[config.mk]
export PLATFORM = sky130hd
export DESIGN_NAME = row_peak_ridge_tracker_unit
export DESIGN_NICKNAME = d
export VERILOG_FILES = /design/src/hdl/rprt_pkg.sv /design/src/hdl/row_peak_ridge_tracker_unit.sv /design/src/hdl/rprt_div.sv /design/src/hdl/rprt_dp.sv /design/src/hdl/rprt_ctrl.sv
export VERILOG_INCLUDE_DIRS = /design/src /design/src/hdl
export SDC_FILE = /design/constraint.sdc
export NUM_CORES = 1
export LEC_CHECK = 0
export BUFFER_PORTS_ARGS = -buffer_cell sky130_fd_sc_hd__buf_2
export CORE_MARGIN = 5
export CORE_UTILIZATION = 39
export CTS_CLUSTER_SIZE = 16
export DETAILED_ROUTE_END_ITERATION = 10
export GPL_TIMING_DRIVEN = 0
export SYNTH_ARGS = -nofsm -noshare
export SYNTH_HDL_FRONTEND = slang
export SYNTH_SLANG_ARGS = --single-unit
[constraint.sdc]
create_clock -name clk_i -period 9.65 [get_ports clk_i]
set_input_delay 0.965 -clock clk_i [delete_from_list [all_inputs] [get_ports clk_i]]
set_output_delay 0.965 -clock clk_i [all_outputs]
set_load 0.005 [all_outputs]
[src/hdl/row_peak_ridge_tracker_unit_macros.svh]
// Assertion macros for the ridge tracker. Both expect clk_i and rst_ni in scope.
`ifndef ROW_PEAK_RIDGE_TRACKER_UNIT_MACROS_SVH
`define ROW_PEAK_RIDGE_TRACKER_UNIT_MACROS_SVH
`ifndef NO_ASSERTIONS
`define RPRT_ASSERT(label, prop, msg) \
  label: assert property (@(posedge clk_i) disable iff (!rst_ni) (prop)) else $error(msg);
`define RPRT_ASSERT_NEVER(label, expr, msg) \
  label: assert property (@(posedge clk_i) disable iff (!rst_ni) !(expr)) else $error(msg);
`else
`define RPRT_ASSERT(label, prop, msg)
`define RPRT_ASSERT_NEVER(label, expr, msg)
`endif
`endif

[src/hdl/rprt_pkg.sv]
`default_nettype none

package rprt_pkg;

  localparam int unsigned SAMPLE_W = 16;
  localparam int unsigned COL_W    = 10;
  localparam int unsigned ROW_W    = 12;
  localparam int unsigned LEN_W    = 13;
  localparam int unsigned SUM_W    = 28;
  localparam int unsigned ADDR_W   = 4;
  localparam int unsigned DATA_W   = 32;

  localparam int unsigned MAX_COLS = 1024;
  localparam int unsigned MAX_ROWS = 4096;

  localparam logic [COL_W-1:0] COL_LAST = COL_W'(MAX_COLS - 1);
  localparam logic [LEN_W-1:0] LEN_MAX  = {LEN_W{1'b1}};

  localparam logic signed [SUM_W-1:0] SUM_HI = {1'b0, {(SUM_W-1){1'b1}}};
  localparam logic signed [SUM_W-1:0] SUM_LO = {1'b1, {(SUM_W-1){1'b0}}};

  localparam logic signed [SAMPLE_W-1:0] THRESH_RST  = 16'sd3277;
  localparam logic [LEN_W-1:0]           MIN_LEN_RST = 13'd3;
  localparam logic [COL_W-1:0]           JUMP_RST    = 10'd2;

  typedef enum logic [ADDR_W-3:0] {
    REG_THRESH   = 2'd0,
    REG_MIN_LEN  = 2'd1,
    REG_MAX_JUMP = 2'd2
  } reg_idx_e;

  typedef struct packed {
    logic signed [SAMPLE_W-1:0] thresh;
    logic [LEN_W-1:0]           min_len;
    logic [COL_W-1:0]           max_jump;
  } cfg_t;

  typedef struct packed {
    logic smp_acc;
    logic row_eval;
    logic frame_step;
    logic load_out;
  } cmd_t;

  typedef struct packed {
    logic brk_res;
    logic fin_res;
    logic div_busy;
  } sts_t;

endpackage

`default_nettype wire

[src/hdl/row_peak_ridge_tracker_unit.sv]
// Samples inside a row are taken one word per cycle.
// Row-end sample with no ridge reported: ST_ROW, then ST_FRAME, then the next word.
// Each reported ridge adds a run of the bit-serial average divider plus any output
// stall; ST_DIV loads its word, after ST_ROW on a break, after ST_FRAME at frame end.
// Reset (rst_ni low, async) clears counters, ridge state and pending results and
// loads the registers with their defaults.
`default_nettype none
`include "row_peak_ridge_tracker_unit_macros.svh"

module row_peak_ridge_tracker_unit (
  input  logic                                  clk_i,
  input  logic                                  rst_ni,
  input  logic                                  psel,
  input  logic                                  penable,
  input  logic                                  pwrite,
  input  logic [rprt_pkg::ADDR_W-1:0]           paddr,
  input  logic [rprt_pkg::DATA_W-1:0]           pwdata,
  output logic [rprt_pkg::DATA_W-1:0]           prdata,
  output logic                                  pready,
  input  logic                                  in_valid_i,
  output logic                                  in_ready_o,
  input  logic signed [rprt_pkg::SAMPLE_W-1:0]  sample_i,
  input  logic                                  row_end_i,
  input  logic                                  frame_end_i,
  output logic                                  out_valid_o,
  input  logic                                  out_ready_i,
  output logic [rprt_pkg::ROW_W-1:0]            start_row_o,
  output logic [rprt_pkg::COL_W-1:0]            start_col_o,
  output logic [rprt_pkg::ROW_W-1:0]            end_row_o,
  output logic [rprt_pkg::COL_W-1:0]            end_col_o,
  output logic [rprt_pkg::LEN_W-1:0]            ridge_length_o,
  output logic signed [rprt_pkg::SAMPLE_W-1:0]  peak_amplitude_o,
  output logic signed [rprt_pkg::SAMPLE_W-1:0]  average_amplitude_o,
  output logic                                  last_o
);

  logic signed [rprt_pkg::SAMPLE_W-1:0] thresh_q, thresh_d;
  logic [rprt_pkg::LEN_W-1:0]           min_len_q, min_len_d;
  logic [rprt_pkg::COL_W-1:0]           max_jump_q, max_jump_d;

  rprt_pkg::reg_idx_e reg_idx;
  logic               wr_en;
  rprt_pkg::cfg_t     cfg;
  rprt_pkg::cmd_t     cmd;
  rprt_pkg::sts_t     sts;

  assign pready  = 1'b1;
  assign reg_idx = rprt_pkg::reg_idx_e'(paddr[rprt_pkg::ADDR_W-1:2]);
  assign wr_en   = psel && penable && pwrite;

  always_comb begin
    thresh_d   = thresh_q;
    min_len_d  = min_len_q;
    max_jump_d = max_jump_q;
    prdata     = '0;
    unique case (reg_idx)
      rprt_pkg::REG_THRESH: begin
        prdata = rprt_pkg::DATA_W'(thresh_q);
        if (wr_en) begin
          thresh_d = $signed(pwdata[rprt_pkg::SAMPLE_W-1:0]);
        end
      end
      rprt_pkg::REG_MIN_LEN: begin
        prdata = rprt_pkg::DATA_W'(min_len_q);
        if (wr_en) begin
          min_len_d = pwdata[rprt_pkg::LEN_W-1:0];
        end
      end
      rprt_pkg::REG_MAX_JUMP: begin
        prdata = rprt_pkg::DATA_W'(max_jump_q);
        if (wr_en) begin
          max_jump_d = pwdata[rprt_pkg::COL_W-1:0];
        end
      end
      default: begin
        prdata = '0;
      end
    endcase
  end

  always_ff @(posedge clk_i or negedge rst_ni) begin
    if (!rst_ni) begin
      thresh_q   <= rprt_pkg::THRESH_RST;
      min_len_q  <= rprt_pkg::MIN_LEN_RST;
      max_jump_q <= rprt_pkg::JUMP_RST;
    end else begin
      thresh_q   <= thresh_d;
      min_len_q  <= min_len_d;
      max_jump_q <= max_jump_d;
    end
  end

  // zero in either limit behaves as one
  always_comb begin
    cfg.thresh   = thresh_q;
    cfg.min_len  = (min_len_q == '0) ? rprt_pkg::LEN_W'(1) : min_len_q;
    cfg.max_jump = (max_jump_q == '0) ? rprt_pkg::COL_W'(1) : max_jump_q;
  end

  rprt_ctrl u_ctrl (
    .clk_i       (clk_i),
    .rst_ni      (rst_ni),
    .in_valid_i  (in_valid_i),
    .row_end_i   (row_end_i),
    .in_ready_o  (in_ready_o),
    .out_ready_i (out_ready_i),
    .out_valid_o (out_valid_o),
    .sts_i       (sts),
    .cmd_o       (cmd)
  );

  rprt_dp u_dp (
    .clk_i               (clk_i),
    .rst_ni              (rst_ni),
    .cmd_i               (cmd),
    .cfg_i               (cfg),
    .sts_o               (sts),
    .sample_i            (sample_i),
    .row_end_i           (row_end_i),
    .frame_end_i         (frame_end_i),
    .start_row_o         (start_row_o),
    .start_col_o         (start_col_o),
    .end_row_o           (end_row_o),
    .end_col_o           (end_col_o),
    .ridge_length_o      (ridge_length_o),
    .peak_amplitude_o    (peak_amplitude_o),
    .average_amplitude_o (average_amplitude_o),
    .last_o              (last_o)
  );

  `RPRT_ASSERT(a_load_div_done, cmd.load_out |-> !sts.div_busy, "word loaded before divide done")
  `RPRT_ASSERT(a_load_no_overwrite, cmd.load_out |-> (!out_valid_o || out_ready_i), "output word overwritten")
  `RPRT_ASSERT_NEVER(a_accept_div_idle, in_valid_i && in_ready_o && sts.div_busy, "sample taken while dividing")
  `RPRT_ASSERT(a_row_after_end, cmd.row_eval |-> $past(in_valid_i && in_ready_o && row_end_i), "row step without row end")

endmodule

`default_nettype wire

[src/hdl/rprt_div.sv]
`default_nettype none

// signed / unsigned, one quotient bit per cycle, truncates toward zero
module rprt_div (
  input  logic                                  clk_i,
  input  logic                                  rst_ni,
  input  logic                                  start_i,
  input  logic signed [rprt_pkg::SUM_W-1:0]     dividend_i,
  input  logic [rprt_pkg::LEN_W-1:0]            divisor_i,
  output logic                                  busy_o,
  output logic signed [rprt_pkg::SAMPLE_W-1:0]  quot_o
);

  localparam int unsigned SW   = rprt_pkg::SUM_W;
  localparam int unsigned LW   = rprt_pkg::LEN_W;
  localparam int unsigned QW   = rprt_pkg::SAMPLE_W;
  localparam int unsigned CNTW = $clog2(SW);

  localparam logic signed [SW:0] Q_HI = {{(SW+2-QW){1'b0}}, {(QW-1){1'b1}}};
  localparam logic signed [SW:0] Q_LO = {{(SW+2-QW){1'b1}}, {(QW-1){1'b0}}};

  logic            busy_q, busy_d;
  logic [CNTW-1:0] cnt_q, cnt_d;
  logic            neg_q, neg_d;
  logic [LW-1:0]   dvs_q, dvs_d;
  logic [LW:0]     rem_q, rem_d;
  logic [SW-1:0]   quo_q, quo_d;

  logic [LW:0]     shifted;
  logic            ge;
  logic signed [SW:0] sq;

  always_comb begin
    busy_d  = busy_q;
    cnt_d   = cnt_q;
    neg_d   = neg_q;
    dvs_d   = dvs_q;
    rem_d   = rem_q;
    quo_d   = quo_q;
    shifted = {rem_q[LW-1:0], quo_q[SW-1]};
    ge      = shifted >= {1'b0, dvs_q};
    if (start_i) begin
      busy_d = 1'b1;
      cnt_d  = CNTW'(SW - 1);
      neg_d  = dividend_i[SW-1];
      dvs_d  = divisor_i;
      rem_d  = '0;
      quo_d  = dividend_i[SW-1] ? (~dividend_i + 1'b1) : dividend_i;
    end else if (busy_q) begin
      rem_d = ge ? (shifted - {1'b0, dvs_q}) : shifted;
      quo_d = {quo_q[SW-2:0], ge};
      cnt_d = cnt_q - 1'b1;
      if (cnt_q == '0) begin
        busy_d = 1'b0;
      end
    end
  end

  always_ff @(posedge clk_i or negedge rst_ni) begin
    if (!rst_ni) begin
      busy_q <= 1'b0;
    end else begin
      busy_q <= busy_d;
    end
  end

  always_ff @(posedge clk_i) begin
    cnt_q <= cnt_d;
    neg_q <= neg_d;
    dvs_q <= dvs_d;
    rem_q <= rem_d;
    quo_q <= quo_d;
  end

  always_comb begin
    sq = neg_q ? -$signed({1'b0, quo_q}) : $signed({1'b0, quo_q});
    if (sq > Q_HI) begin
      quot_o = $signed(Q_HI[QW-1:0]);
    end else if (sq < Q_LO) begin
      quot_o = $signed(Q_LO[QW-1:0]);
    end else begin
      quot_o = $signed(sq[QW-1:0]);
    end
  end

  assign busy_o = busy_q;

endmodule

`default_nettype wire

[src/hdl/rprt_dp.sv]
`default_nettype none

module rprt_dp (
  input  logic                                  clk_i,
  input  logic                                  rst_ni,
  input  rprt_pkg::cmd_t                        cmd_i,
  input  rprt_pkg::cfg_t                        cfg_i,
  output rprt_pkg::sts_t                        sts_o,
  input  logic signed [rprt_pkg::SAMPLE_W-1:0]  sample_i,
  input  logic                                  row_end_i,
  input  logic                                  frame_end_i,
  output logic [rprt_pkg::ROW_W-1:0]            start_row_o,
  output logic [rprt_pkg::COL_W-1:0]            start_col_o,
  output logic [rprt_pkg::ROW_W-1:0]            end_row_o,
  output logic [rprt_pkg::COL_W-1:0]            end_col_o,
  output logic [rprt_pkg::LEN_W-1:0]            ridge_length_o,
  output logic signed [rprt_pkg::SAMPLE_W-1:0]  peak_amplitude_o,
  output logic signed [rprt_pkg::SAMPLE_W-1:0]  average_amplitude_o,
  output logic                                  last_o
);

  localparam int unsigned SW = rprt_pkg::SAMPLE_W;
  localparam int unsigned CW = rprt_pkg::COL_W;
  localparam int unsigned RW = rprt_pkg::ROW_W;
  localparam int unsigned LW = rprt_pkg::LEN_W;
  localparam int unsigned UW = rprt_pkg::SUM_W;

  // row scan
  logic signed [SW-1:0] row_max_q, row_max_d;
  logic [CW-1:0]        row_max_col_q, row_max_col_d;
  logic [CW-1:0]        col_cnt_q, col_cnt_d;
  logic                 row_started_q, row_started_d;
  logic                 frame_end_q, frame_end_d;
  logic [RW-1:0]        row_cnt_q, row_cnt_d;

  // open ridge
  logic                 ridge_open_q, ridge_open_d;
  logic [RW-1:0]        open_start_row_q, open_start_row_d;
  logic [CW-1:0]        open_start_col_q, open_start_col_d;
  logic [CW-1:0]        prev_col_q, prev_col_d;
  logic signed [SW-1:0] open_peak_q, open_peak_d;
  logic signed [UW-1:0] open_sum_q, open_sum_d;
  logic [LW-1:0]        open_len_q, open_len_d;

  // closed ridge waiting for its average
  logic [RW-1:0]        res_start_row_q, res_start_row_d;
  logic [CW-1:0]        res_start_col_q, res_start_col_d;
  logic [RW-1:0]        res_end_row_q, res_end_row_d;
  logic [CW-1:0]        res_end_col_q, res_end_col_d;
  logic [LW-1:0]        res_len_q, res_len_d;
  logic signed [SW-1:0] res_peak_q, res_peak_d;
  logic                 res_last_q, res_last_d;

  // output word
  logic [RW-1:0]        o_start_row_q, o_start_row_d;
  logic [CW-1:0]        o_start_col_q, o_start_col_d;
  logic [RW-1:0]        o_end_row_q, o_end_row_d;
  logic [CW-1:0]        o_end_col_q, o_end_col_d;
  logic [LW-1:0]        o_len_q, o_len_d;
  logic signed [SW-1:0] o_peak_q, o_peak_d;
  logic signed [SW-1:0] o_avg_q, o_avg_d;
  logic                 o_last_q, o_last_d;

  logic                 peak;
  logic [CW-1:0]        col_dist;
  logic                 cont;
  logic                 long_enough;
  logic signed [UW:0]   sum_ext;
  logic signed [UW-1:0] sum_sat;
  logic [LW-1:0]        len_inc;
  logic                 open_after_row;
  logic [LW-1:0]        len_after_row;
  logic                 fin_row;
  logic                 fin_frm;
  logic                 brk_res;
  logic                 div_start;
  logic                 div_busy;
  logic signed [SW-1:0] div_quot;

  always_comb begin
    peak = row_max_q >= cfg_i.thresh;
    col_dist = (row_max_col_q > prev_col_q) ? (row_max_col_q - prev_col_q)
                                            : (prev_col_q - row_max_col_q);
    cont        = ridge_open_q && peak && (col_dist <= cfg_i.max_jump);
    long_enough = open_len_q >= cfg_i.min_len;
    sum_ext = $signed({open_sum_q[UW-1], open_sum_q})
            + $signed({{(UW+1-SW){row_max_q[SW-1]}}, row_max_q});
    if (sum_ext[UW] != sum_ext[UW-1]) begin
      sum_sat = sum_ext[UW] ? rprt_pkg::SUM_LO : rprt_pkg::SUM_HI;
    end else begin
      sum_sat = $signed(sum_ext[UW-1:0]);
    end
    len_inc        = (open_len_q == rprt_pkg::LEN_MAX) ? open_len_q : (open_len_q + 1'b1);
    open_after_row = cont || peak;
    len_after_row  = cont ? len_inc : LW'(1);
    fin_row = frame_end_q && open_after_row && (len_after_row >= cfg_i.min_len);
    fin_frm = frame_end_q && ridge_open_q && long_enough;
    brk_res = ridge_open_q && !cont && long_enough;
  end

  assign div_start = (cmd_i.row_eval && brk_res) || (cmd_i.frame_step && fin_frm);

  always_comb begin
    row_max_d        = row_max_q;
    row_max_col_d    = row_max_col_q;
    col_cnt_d        = col_cnt_q;
    row_started_d    = row_started_q;
    frame_end_d      = frame_end_q;
    row_cnt_d        = row_cnt_q;
    ridge_open_d     = ridge_open_q;
    open_start_row_d = open_start_row_q;
    open_start_col_d = open_start_col_q;
    prev_col_d       = prev_col_q;
    open_peak_d      = open_peak_q;
    open_sum_d       = open_sum_q;
    open_len_d       = open_len_q;
    res_start_row_d  = res_start_row_q;
    res_start_col_d  = res_start_col_q;
    res_end_row_d    = res_end_row_q;
    res_end_col_d    = res_end_col_q;
    res_len_d        = res_len_q;
    res_peak_d       = res_peak_q;
    res_last_d       = res_last_q;
    o_start_row_d    = o_start_row_q;
    o_start_col_d    = o_start_col_q;
    o_end_row_d      = o_end_row_q;
    o_end_col_d      = o_end_col_q;
    o_len_d          = o_len_q;
    o_peak_d         = o_peak_q;
    o_avg_d          = o_avg_q;
    o_last_d         = o_last_q;

    if (cmd_i.smp_acc) begin
      if (!row_started_q || (sample_i > row_max_q)) begin
        row_max_d     = sample_i;
        row_max_col_d = col_cnt_q;
      end
      row_started_d = 1'b1;
      frame_end_d   = frame_end_i;
      if (!row_end_i && (col_cnt_q != rprt_pkg::COL_LAST)) begin
        col_cnt_d = col_cnt_q + 1'b1;
      end
    end

    if (cmd_i.row_eval) begin
      col_cnt_d     = '0;
      row_started_d = 1'b0;
      if (brk_res) begin
        res_start_row_d = open_start_row_q;
        res_start_col_d = open_start_col_q;
        res_end_row_d   = row_cnt_q - 1'b1;
        res_end_col_d   = prev_col_q;
        res_len_d       = open_len_q;
        res_peak_d      = open_peak_q;
        res_last_d      = !fin_row;
      end
      if (cont) begin
        if (row_max_q > open_peak_q) begin
          open_peak_d = row_max_q;
        end
        open_sum_d = sum_sat;
        open_len_d = len_inc;
        prev_col_d = row_max_col_q;
      end else begin
        ridge_open_d = peak;
        if (peak) begin
          open_start_row_d = row_cnt_q;
          open_start_col_d = row_max_col_q;
          prev_col_d       = row_max_col_q;
          open_peak_d      = row_max_q;
          open_sum_d       = $signed({{(UW-SW){row_max_q[SW-1]}}, row_max_q});
          open_len_d       = LW'(1);
        end
      end
    end

    if (cmd_i.frame_step) begin
      if (frame_end_q) begin
        if (fin_frm) begin
          res_start_row_d = open_start_row_q;
          res_start_col_d = open_start_col_q;
          res_end_row_d   = row_cnt_q;
          res_end_col_d   = prev_col_q;
          res_len_d       = open_len_q;
          res_peak_d      = open_peak_q;
          res_last_d      = 1'b1;
        end
        ridge_open_d = 1'b0;
        row_cnt_d    = '0;
      end else begin
        row_cnt_d = row_cnt_q + 1'b1;
      end
    end

    if (cmd_i.load_out) begin
      o_start_row_d = res_start_row_q;
      o_start_col_d = res_start_col_q;
      o_end_row_d   = res_end_row_q;
      o_end_col_d   = res_end_col_q;
      o_len_d       = res_len_q;
      o_peak_d      = res_peak_q;
      o_avg_d       = div_quot;
      o_last_d      = res_last_q;
    end
  end

  always_ff @(posedge clk_i or negedge rst_ni) begin
    if (!rst_ni) begin
      col_cnt_q     <= '0;
      row_started_q <= 1'b0;
      frame_end_q   <= 1'b0;
      row_cnt_q     <= '0;
      ridge_open_q  <= 1'b0;
    end else begin
      col_cnt_q     <= col_cnt_d;
      row_started_q <= row_started_d;
      frame_end_q   <= frame_end_d;
      row_cnt_q     <= row_cnt_d;
      ridge_open_q  <= ridge_open_d;
    end
  end

  always_ff @(posedge clk_i) begin
    row_max_q        <= row_max_d;
    row_max_col_q    <= row_max_col_d;
    open_start_row_q <= open_start_row_d;
    open_start_col_q <= open_start_col_d;
    prev_col_q       <= prev_col_d;
    open_peak_q      <= open_peak_d;
    open_sum_q       <= open_sum_d;
    open_len_q       <= open_len_d;
    res_start_row_q  <= res_start_row_d;
    res_start_col_q  <= res_start_col_d;
    res_end_row_q    <= res_end_row_d;
    res_end_col_q    <= res_end_col_d;
    res_len_q        <= res_len_d;
    res_peak_q       <= res_peak_d;
    res_last_q       <= res_last_d;
    o_start_row_q    <= o_start_row_d;
    o_start_col_q    <= o_start_col_d;
    o_end_row_q      <= o_end_row_d;
    o_end_col_q      <= o_end_col_d;
    o_len_q          <= o_len_d;
    o_peak_q         <= o_peak_d;
    o_avg_q          <= o_avg_d;
    o_last_q         <= o_last_d;
  end

  rprt_div u_div (
    .clk_i      (clk_i),
    .rst_ni     (rst_ni),
    .start_i    (div_start),
    .dividend_i (open_sum_q),
    .divisor_i  (open_len_q),
    .busy_o     (div_busy),
    .quot_o     (div_quot)
  );

  always_comb begin
    sts_o.brk_res  = brk_res;
    sts_o.fin_res  = fin_frm;
    sts_o.div_busy = div_busy;
  end

  assign start_row_o         = o_start_row_q;
  assign start_col_o         = o_start_col_q;
  assign end_row_o           = o_end_row_q;
  assign end_col_o           = o_end_col_q;
  assign ridge_length_o      = o_len_q;
  assign peak_amplitude_o    = o_peak_q;
  assign average_amplitude_o = o_avg_q;
  assign last_o              = o_last_q;

endmodule

`default_nettype wire

[src/hdl/rprt_ctrl.sv]
`default_nettype none

module rprt_ctrl (
  input  logic           clk_i,
  input  logic           rst_ni,
  input  logic           in_valid_i,
  input  logic           row_end_i,
  output logic           in_ready_o,
  input  logic           out_ready_i,
  output logic           out_valid_o,
  input  rprt_pkg::sts_t sts_i,
  output rprt_pkg::cmd_t cmd_o
);

  typedef enum logic [3:0] {
    ST_IDLE  = 4'b0001,
    ST_ROW   = 4'b0010,
    ST_FRAME = 4'b0100,
    ST_DIV   = 4'b1000
  } state_e;

  state_e state_q, state_d;
  logic   ret_frame_q, ret_frame_d;
  logic   out_valid_q, out_valid_d;

  always_comb begin
    state_d     = state_q;
    ret_frame_d = ret_frame_q;
    out_valid_d = out_valid_q;
    cmd_o       = '0;
    if (out_valid_q && out_ready_i) begin
      out_valid_d = 1'b0;
    end
    unique case (state_q)
      ST_IDLE: begin
        cmd_o.smp_acc = in_valid_i;
        if (in_valid_i && row_end_i) begin
          state_d = ST_ROW;
        end
      end
      ST_ROW: begin
        cmd_o.row_eval = 1'b1;
        if (sts_i.brk_res) begin
          state_d     = ST_DIV;
          ret_frame_d = 1'b1;
        end else begin
          state_d = ST_FRAME;
        end
      end
      ST_FRAME: begin
        cmd_o.frame_step = 1'b1;
        if (sts_i.fin_res) begin
          state_d     = ST_DIV;
          ret_frame_d = 1'b0;
        end else begin
          state_d = ST_IDLE;
        end
      end
      ST_DIV: begin
        if (!sts_i.div_busy && (!out_valid_q || out_ready_i)) begin
          cmd_o.load_out = 1'b1;
          out_valid_d    = 1'b1;
          state_d        = ret_frame_q ? ST_FRAME : ST_IDLE;
        end
      end
      default: begin
        state_d = ST_IDLE;
      end
    endcase
  end

  always_ff @(posedge clk_i or negedge rst_ni) begin
    if (!rst_ni) begin
      state_q     <= ST_IDLE;
      ret_frame_q <= 1'b0;
      out_valid_q <= 1'b0;
    end else begin
      state_q     <= state_d;
      ret_frame_q <= ret_frame_d;
      out_valid_q <= out_valid_d;
    end
  end

  assign in_ready_o  = (state_q == ST_IDLE);
  assign out_valid_o = out_valid_q;

endmodule

`default_nettype wire

==> metrics, run 1 <==
Clock power frac=36.2%; routed len/inst=18.59 um; Sw Pwr=1467 uW; PwrDens=199.5 nW/um2; clk sink count=410; Yosys top cell by area=edfxtp_1; fraction of layout cells with a size suffix above 1=15.15%; most frequent cells in the layout=nand2_1, edfxtp_1, o21ai_0; initial antenna violation count=8; detailed router's first-iteration violation count=1,228; drt pass-1 iters=5; drt drc=0; Final setup viols=0; Mapped Cells=2,104; top post-synthesis cells by area=edfxtp_1, ha_1, dfxtp_1, dfrtp_1, nand2_1; Comb power frac=19.3%; Syn-to-layout area delta=16.47%; worst-skew pair later-pin latency=0.58 ns; Crit. End Element=flop; Data arrival, critical path=8.84 ns; vias=16,430; buffer levels on the longest clock path=3; ANT nets after route=0; Crit Path Category=flop to flop; I/O Pins=186; FF-to-FF End=u_dp.res_last_q; Post-synth EDFFs=247; Yosys reg bits=410; Core Footprint=55,200 um2; Total Routing Usage GR=18.66%; clock tree from TritonCTS=yes; FFs w/ async S/R, synth=17.32%; IR Drop Worst-Case VDD=0.0001304 V; Power Internal=3584 uW; static leakage=0.01037 uW; HP Class=input port to async pin; standard-cell rows=86; Net Sw Frac=29.04%; Max-slew headroom=9.386%; hold buffer count at cts=0; die area=60,550 um2; Mapped Avg Cell Area=10.33 um2; Tightest Pin Transition=1.349 ns; Synth Flop Type=edfxtp_1; DIE HEIGHT=246.1 um; commonest non-fill, non-tap cell in the layout=nand2_1; yosys warns=0; routing usage on met2=30.09%; H-tree Lvls=2; Critical R2R Launch=u_dp.row_max_col_q[5]; global-route wire length before repair=89.65 mm; CP required=10.08 ns; Post-CTS Resized=0; Sequential Power Share=44.5%; Vias per Instance=5.262; WL final=58.04 mm; placer congestion estimate=0.9005; Cell variety after synth=92; status=completed; Max-Cap Viols=0; post-route minimum period=8.412 ns; vias in the first global route=15,990; Worst R2R Setup Slack=1.24 ns; crit path launch type=flop; CTS buffer count=46; nets=2,547; Max stage delay cell, worst path=a311oi_1; max-slew violation count=0; die span in x=246.1 um; CP Launch Point=u_dp.row_max_col_q[5]; Fin Clk Skew=0.01391 ns; final period utilization=87.17%; final hold vios=0; Syn Nets=2,320; Worst Reg2Reg Path Length in Cells=31; Critical Path Fanout Max=10; largest net degree at the start of global routing=67; synthesized area=21,730 um2; Most Crowded Layer GR=met2; post-synthesis sequential area ratio=50.84%; Initial Util=39.37%; met1 Track Usage GR=25.32%; root buf cell=clkbuf_16; HPWL after DPL=44.27 mm; RSZ-0062 raised after global routing=false; overall power=5051 uW; Setup Fix Bufs, Post-CTS=0; highest clock rate=0.1189 GHz; CP peak stage delay=1.06 ns; grt ovf=0; post-synth top area share=34.13%; TNS Setup=0 ns; clk slew on worst S/H paths=0.06 ns; met3 track demand over resource=3.504%; Port Buffers=166
## power groups by stage
stage / sequential [uW] / combinational [uW] / clock, uW
floorplan: 2210 / 712 / 0
global placement: 2280 / 931 / 0
detailed placement: 2280 / 966 / 0
CTS: 2240 / 974 / 1870
global route: 2270 / 1110 / 1940
finish: 2250 / 975 / 1830
## stage by stage
| step | setup slack [ns] | util, % | instance area, um2 | cells | hold slack (ns) |
|---|---|---|---|---|---|
| after CTS | 1.302 | 45.82 | 25290 | 3117 | 0.1778 |
| after floorplan | 1.780 | - | 21730 | 2104 | 0.4076 |
| after detailed placement | 1.377 | 42.94 | 23700 | 3031 | 0.4159 |
| after global placement | -1.859 | 42.57 | 23500 | 3018 | 0.4171 |
| after global routing | 0.6730 | 45.84 | 25310 | 3119 | 0.1858 |
| final | 1.238 | 45.86 | 25310 | 3122 | 0.2031 |
## worst max-delay path: cells and delay by family (launching register included)
kind,cells,cell delay (ns)
AO/OA/AOI/OAI,13,3.50
buffers and inverters,4,1.76
AND/OR/NAND/NOR,10,1.41
adder cells (fa/ha/maj),3,0.93
flip-flops,1,0.47
XOR/XNOR,1,0.15
## area by class of cell
cell class,instances,area (um2)
clock buffer,66,1361
sequential,410,11050
fill,5103,29890
multi-input combinational,1450,9638
antenna,5,12.51
tap,748,935.9
buffer,95,515.5
clock inverter,20,231.5
timing repair buffer,179,1010
inverter,149,559.3
## synthesized netlist by cell type, types with 6 or more instances
cell and n:
a211oi_1 21, a21o_1 35, a21oi_1 123, a21oi_2 10, a31oi_1 8, and3_1 11
buf_1 7, buf_4 18, clkbuf_1 60, dfrtp_1 60, dfstp_2 11, dfxtp_1 92
edfxtp_1 247, ha_1 151, inv_1 148, maj3_1 6, mux2_2 23, mux2i_1 38
nand2_1 277, nand2b_1 17, nand3_1 39, nand3b_1 10, nand4_1 24, nor2_1 114
nor2b_1 15, nor3_1 40, nor4_1 23, o211ai_1 9, o21a_1 20, o21ai_0 176
o21bai_1 8, o22ai_1 15, o31ai_1 12, o41ai_1 6, or3_1 11, or4_1 6
xnor2_1 56, xor2_1 54
## worst max path at each step
stage                                 to  slack, ns  cells past startpoint
floorplan             u_ctrl.out_valid_o       1.78                      3
CTS                      u_dp.res_last_q       1.30                     31
detailed placement  u_dp.u_div.quo_q[23]       1.38                     24
global route             u_dp.res_last_q       0.67                     31
finish                   u_dp.res_last_q       1.24                     31
global placement      u_ctrl.out_valid_o      -1.86                      4
## cells by family (layout without fill, tap and decap cells)
kind of cell	after synthesis	in the layout	share of synthesized area [%]
mux	61	61	2.942
other cells	1	6	0.01725
flops	410	410	50.84
xor+xnor	110	110	4.433
compound gates	489	489	13.77
simple gates	628	628	13.72
fa+ha+maj	161	161	9.338
buf+inv	244	509	4.945
## flip-flops by register name, indices dropped and copies added (netlist names), 13 cells and up
name / flops
u_dp.res_len_q: 13
min_len_q: 13
u_dp.u_div.rem_q: 13
u_dp.open_peak_q: 16
thresh_q: 16
u_dp.u_div.quo_q: 28
u_dp.ridge_length_o: 13
u_dp.average_amplitude_o: 16
u_dp.open_sum_q: 28
u_dp.row_max_q: 16
u_dp.res_peak_q: 16
u_dp.u_div.dvs_q: 13
u_dp.peak_amplitude_o: 16
u_dp.open_len_q: 13
## metal layers
layer  routed length (um)  up-vias
li1                     -     8013
met1                25920     7818
met2                26420      486
met3                 3810      107
met4                 1863        4
met5                   24        -
Power figures use the tool's default switching activity.
==> run 2: changes to the inputs <==
CORE_MARGIN = 2   (was 5)
GPL_TIMING_DRIVEN = default   (was 0)
clock period = 7.5 ns   (was 9.65 ns; I/O delays follow)
==> metrics, run 2 (synthesis results as in run 1) <==
Max stage delay cell, worst path=a2111oi_0; vias=15,930; Initial Util=39.45%; fraction of layout cells with a size suffix above 1=14.98%; CP top delay family=compound AO/OA/AOI/OAI gates; max-slew violation count=0; fin util=44.91%; Syn-to-layout area delta=13.83%; CTS buffer count=45; clk slew on worst S/H paths=0.06 ns; clk sink count=410; RSZ-0062 raised after global routing=false; DP Area=23,250 um2; CP peak stage delay=0.49 ns; highest clock rate=0.1478 GHz; HP Class=input port to flop; WL final=53.95 mm; buffer levels on the longest clock path=3; worst-skew pair later-pin latency=0.58 ns; DIE HEIGHT=240.1 um; final hold vios=0; Power Internal=4479 uW; Vias per Instance=5.252; post-route minimum period=6.764 ns; Core Footprint=55,090 um2; Sequential Power Share=45.8%; WHS=0.3651 ns; initial antenna violation count=8; Tightest Pin Transition=1.259 ns; ANT nets after route=0; Crit. End Element=flop; standard-cell rows=86; H-tree Lvls=2; Max-Cap Viols=0; Final setup viols=0; Sw Pwr=1828 uW; Clock power frac=35.0%; root buf cell=clkbuf_16; Data arrival, critical path=7.22 ns; PwrDens=255.0 nW/um2; Total Routing Usage GR=18.84%; final period utilization=90.18%; die area=57,630 um2; CP required=7.96 ns; final design instance area without fill=24,740 um2; Crit Path Category=flop to flop; Net Sw Frac=28.99%; largest registers=u_dp.open_sum_q x28, u_dp.u_div.quo_q x28; hold buffer count at cts=0; Comb power frac=19.2%; nets=2,462; HPWL after DPL=39.37 mm; Post-CTS Resized=0; crit path launch type=flop; Buf/Inv on CP=3; vias in the first global route=15,480; commonest non-fill, non-tap cell in the layout=nand2_1; Fin Clk Skew=0.01996 ns; drt drc=0; Port Buffers=166; drt pass-1 iters=5; overall power=6308 uW; largest net degree at the start of global routing=129; clock tree from TritonCTS=yes; hold path start=sample_i[0]; IR Drop Worst-Case VDD=0.0001687 V; fillers=5,285; most frequent cells in the layout=nand2_1, edfxtp_1, o21ai_0; Critical Path Fanout Max=12; placer congestion estimate=0.8532; I/O Pins=186; Critical R2R Launch=u_dp.row_max_col_q[0]; Reg area=11,050 um2; TNS Setup=0 ns; Max-slew headroom=15.19%; area of the multi-input gates=9678 um2; CP Launch Point=u_dp.row_max_col_q[0]; die span in x=240.1 um; detailed router's first-iteration violation count=1,307; grt ovf=0; routed len/inst=17.79 um; Setup Fix Bufs, Post-CTS=0; status=completed; static leakage=0.01009 uW; global-route wire length before repair=85.53 mm
-- run 2: area by class of cell --
type / instances / area share [%]
flip-flops and latches: 410 / 44.66
diodes: 2 / 0.02023
inverters: 149 / 2.261
clock inverters: 20 / 0.6676
clock buffers: 64 / 5.300
multi-input cells: 1450 / 39.12
well taps: 748 / 3.783
repair buffers: 190 / 4.188
-- run 2: per-stage QoR --
stage,cells,setup slack [ns]
final,3033,0.7363
after global routing,3031,0.2087
after CTS,3031,0.6962
after detailed placement,2947,0.7089
after global placement,2947,0.7951
after floorplan,2104,1.418
-- run 2: power by group through the flow --
stage | clock (uW) | sequential [uW] | combinational [uW]
floorplan | 0 | 2840 | 916
global placement | 0 | 2920 | 1180
detailed placement | 0 | 2930 | 1210
CTS | 2260 | 2890 | 1220
global route | 2350 | 2910 | 1390
finish | 2210 | 2890 | 1210
-- run 2: worst paths after layout --
| check | depth (start not counted) | end | slack (ns) |
|---|---|---|---|
| worst max-delay path | 30 | u_dp.res_last_q | 0.74 |
| max in group asynchronous | 2 | min_len_q[12] | 6.43 |
| worst min register to register | 0 | u_dp.ridge_length_o[1] | 0.43 |
| worst min-delay path | 1 | u_dp.row_max_q[0] | 0.37 |
| worst max register to register | 30 | u_dp.res_last_q | 0.74 |
| min in group asynchronous | 2 | u_dp.row_cnt_q[10] | 0.40 |
-- run 2: metal layers --
metal	track usage [%]	wire length, um	share of wire [%]
met5	0	84	0.16
met3	3.364	2843	5.3
met1	25.34	24770	46
met4	6.362	1416	2.6
met2	30.64	24840	46
==> run 3: changes to the inputs <==
clock period = 8.3 ns   (was 7.5 ns; I/O delays follow)
==> metrics, run 3 (synthesis results as in run 1) <==
status=completed; Core Footprint=55,090 um2; max-slew violation count=0; root buf cell=clkbuf_16; final design instance area without fill=24,710 um2; Setup Fix Bufs, Post-CTS=0; Critical Path Fanout Max=19; CP most frequent cell=o21ai_0; Total Routing Usage GR=19.03%; post-route minimum period=6.937 ns; placed cells=2,945; standard-cell rows=86; IR Drop Worst-Case VDD=0.0001487 V; drt pass-1 iters=5; detailed router's first-iteration violation count=1,129; static leakage=0.01010 uW; crit path launch type=flop; commonest non-fill, non-tap cell in the layout=nand2_1; vias=15,930; fillers=5,318; clk slew on worst S/H paths=0.06 ns; I/O Pins=186; TNS Setup=0 ns; PwrDens=231.3 nW/um2; CTS buffer count=46; CP peak stage delay=0.54 ns; wire length on met1=24.94 mm; die area=57,630 um2; dpl ws=1.325 ns; Max-slew headroom=16.97%; DIE HEIGHT=240.1 um; highest routed layer=met5; metal2 WL=24.75 mm; vias in the first global route=15,600; global-route wire length before repair=86.06 mm; Crit Path Category=flop to flop; largest registers=u_dp.open_sum_q x28, u_dp.u_div.quo_q x28; buffer levels on the longest clock path=3; die span in x=240.1 um; Post-CTS Resized=0; Vias per Instance=5.254; grt ovf=0; post-route insts no fill=3,031; largest net degree at the start of global routing=129; hold path start=u_dp.res_peak_q[9]; Final setup viols=0; final worst slack=1.363 ns; Max stage delay cell, worst path=or2_2; Tightest Pin Transition=1.239 ns; clock tree from TritonCTS=yes; met3 WL=3.083 mm; Crit. End Element=flop; drt drc=0; Data arrival, critical path=7.45 ns; DP Area=23,230 um2; WL final=54.38 mm; final period utilization=83.57%; highest clock rate=0.1442 GHz; placer congestion estimate=0.8756; WHS Path Cells=0; Max-Cap Viols=0; Worst R2R Setup Slack=1.36 ns; HP Class=flop to flop; hold path endpoint=u_dp.peak_amplitude_o[9]; Initial Util=39.45%; nets=2,461; initial antenna violation count=8; H-tree Lvls=2; final hold vios=0; Worst Reg2Reg Path Length in Cells=30; HPWL after DPL=39.61 mm; routed len/inst=17.94 um; WHS=0.4263 ns; FF-to-FF End=u_dp.res_last_q; Syn-to-layout area delta=13.71%; Critical R2R Launch=u_dp.row_max_col_q[0]; Fin Clk Skew=0.02538 ns; Port Buffers=166; most frequent cells in the layout=nand2_1, edfxtp_1, o21ai_0; worst-skew pair later-pin latency=0.59 ns; hold buffer count at cts=0; clk sink count=410; CP required=8.81 ns; ANT nets after route=0; RSZ-0062 raised after global routing=false; fraction of layout cells with a size suffix above 1=14.90%
## run 3: where the power goes
group	switching, uW	internal, uW
Sequential	191	2420
Combinational	634	453
Clock	837	1180
## run 3: worst max path at each step
stage                               start                 end  slack [ns]  cells after the start
floorplan                     out_ready_i  u_ctrl.out_valid_o        0.57                      3
global placement    u_dp.row_max_col_q[0]     u_dp.res_last_q        1.48                     30
detailed placement  u_dp.row_max_col_q[0]     u_dp.res_last_q        1.32                     30
CTS                 u_dp.row_max_col_q[0]     u_dp.res_last_q        1.27                     30
global route        u_dp.row_max_col_q[0]     u_dp.res_last_q        0.65                     30
finish              u_dp.row_max_col_q[0]     u_dp.res_last_q        1.36                     30
## run 3: area by class of cell
type	count	area, um2	area share (%)
well taps	748	935.9	3.787
inverters	149	559.3	2.263
clock inverters	22	187.7	0.7594
flip-flops and latches	410	11050	44.71
clock buffers	63	1286	5.205
repair buffers	188	1021	4.131
multi-input cells	1450	9672	39.14
diodes	1	2.502	0.01013
## run 3: stage by stage
step                power [uW]  util, %
floorplan                 3394        -
global placement          3693    42.17
detailed placement        3732    42.17
CTS                       5766    44.84
global route              6033    44.85
finish                    5715    44.86
## run 3: metal layers
metal | up-vias | track usage, %
met5 | - | 0
met4 | 14 | 6.701
met3 | 102 | 3.410
met2 | 413 | 30.63
met1 | 7571 | 25.75
li1 | 7825 | -
## run 3: worst max-delay path, delay by kind of cell (launching register included)
family / cells / cell delay, ns
compound gates: 17 / 3.53
xor+xnor: 1 / 0.17
fa+ha+maj: 4 / 1.09
buf+inv: 2 / 0.15
flops: 1 / 0.45
mux: 1 / 0.22
simple gates: 5 / 1.26
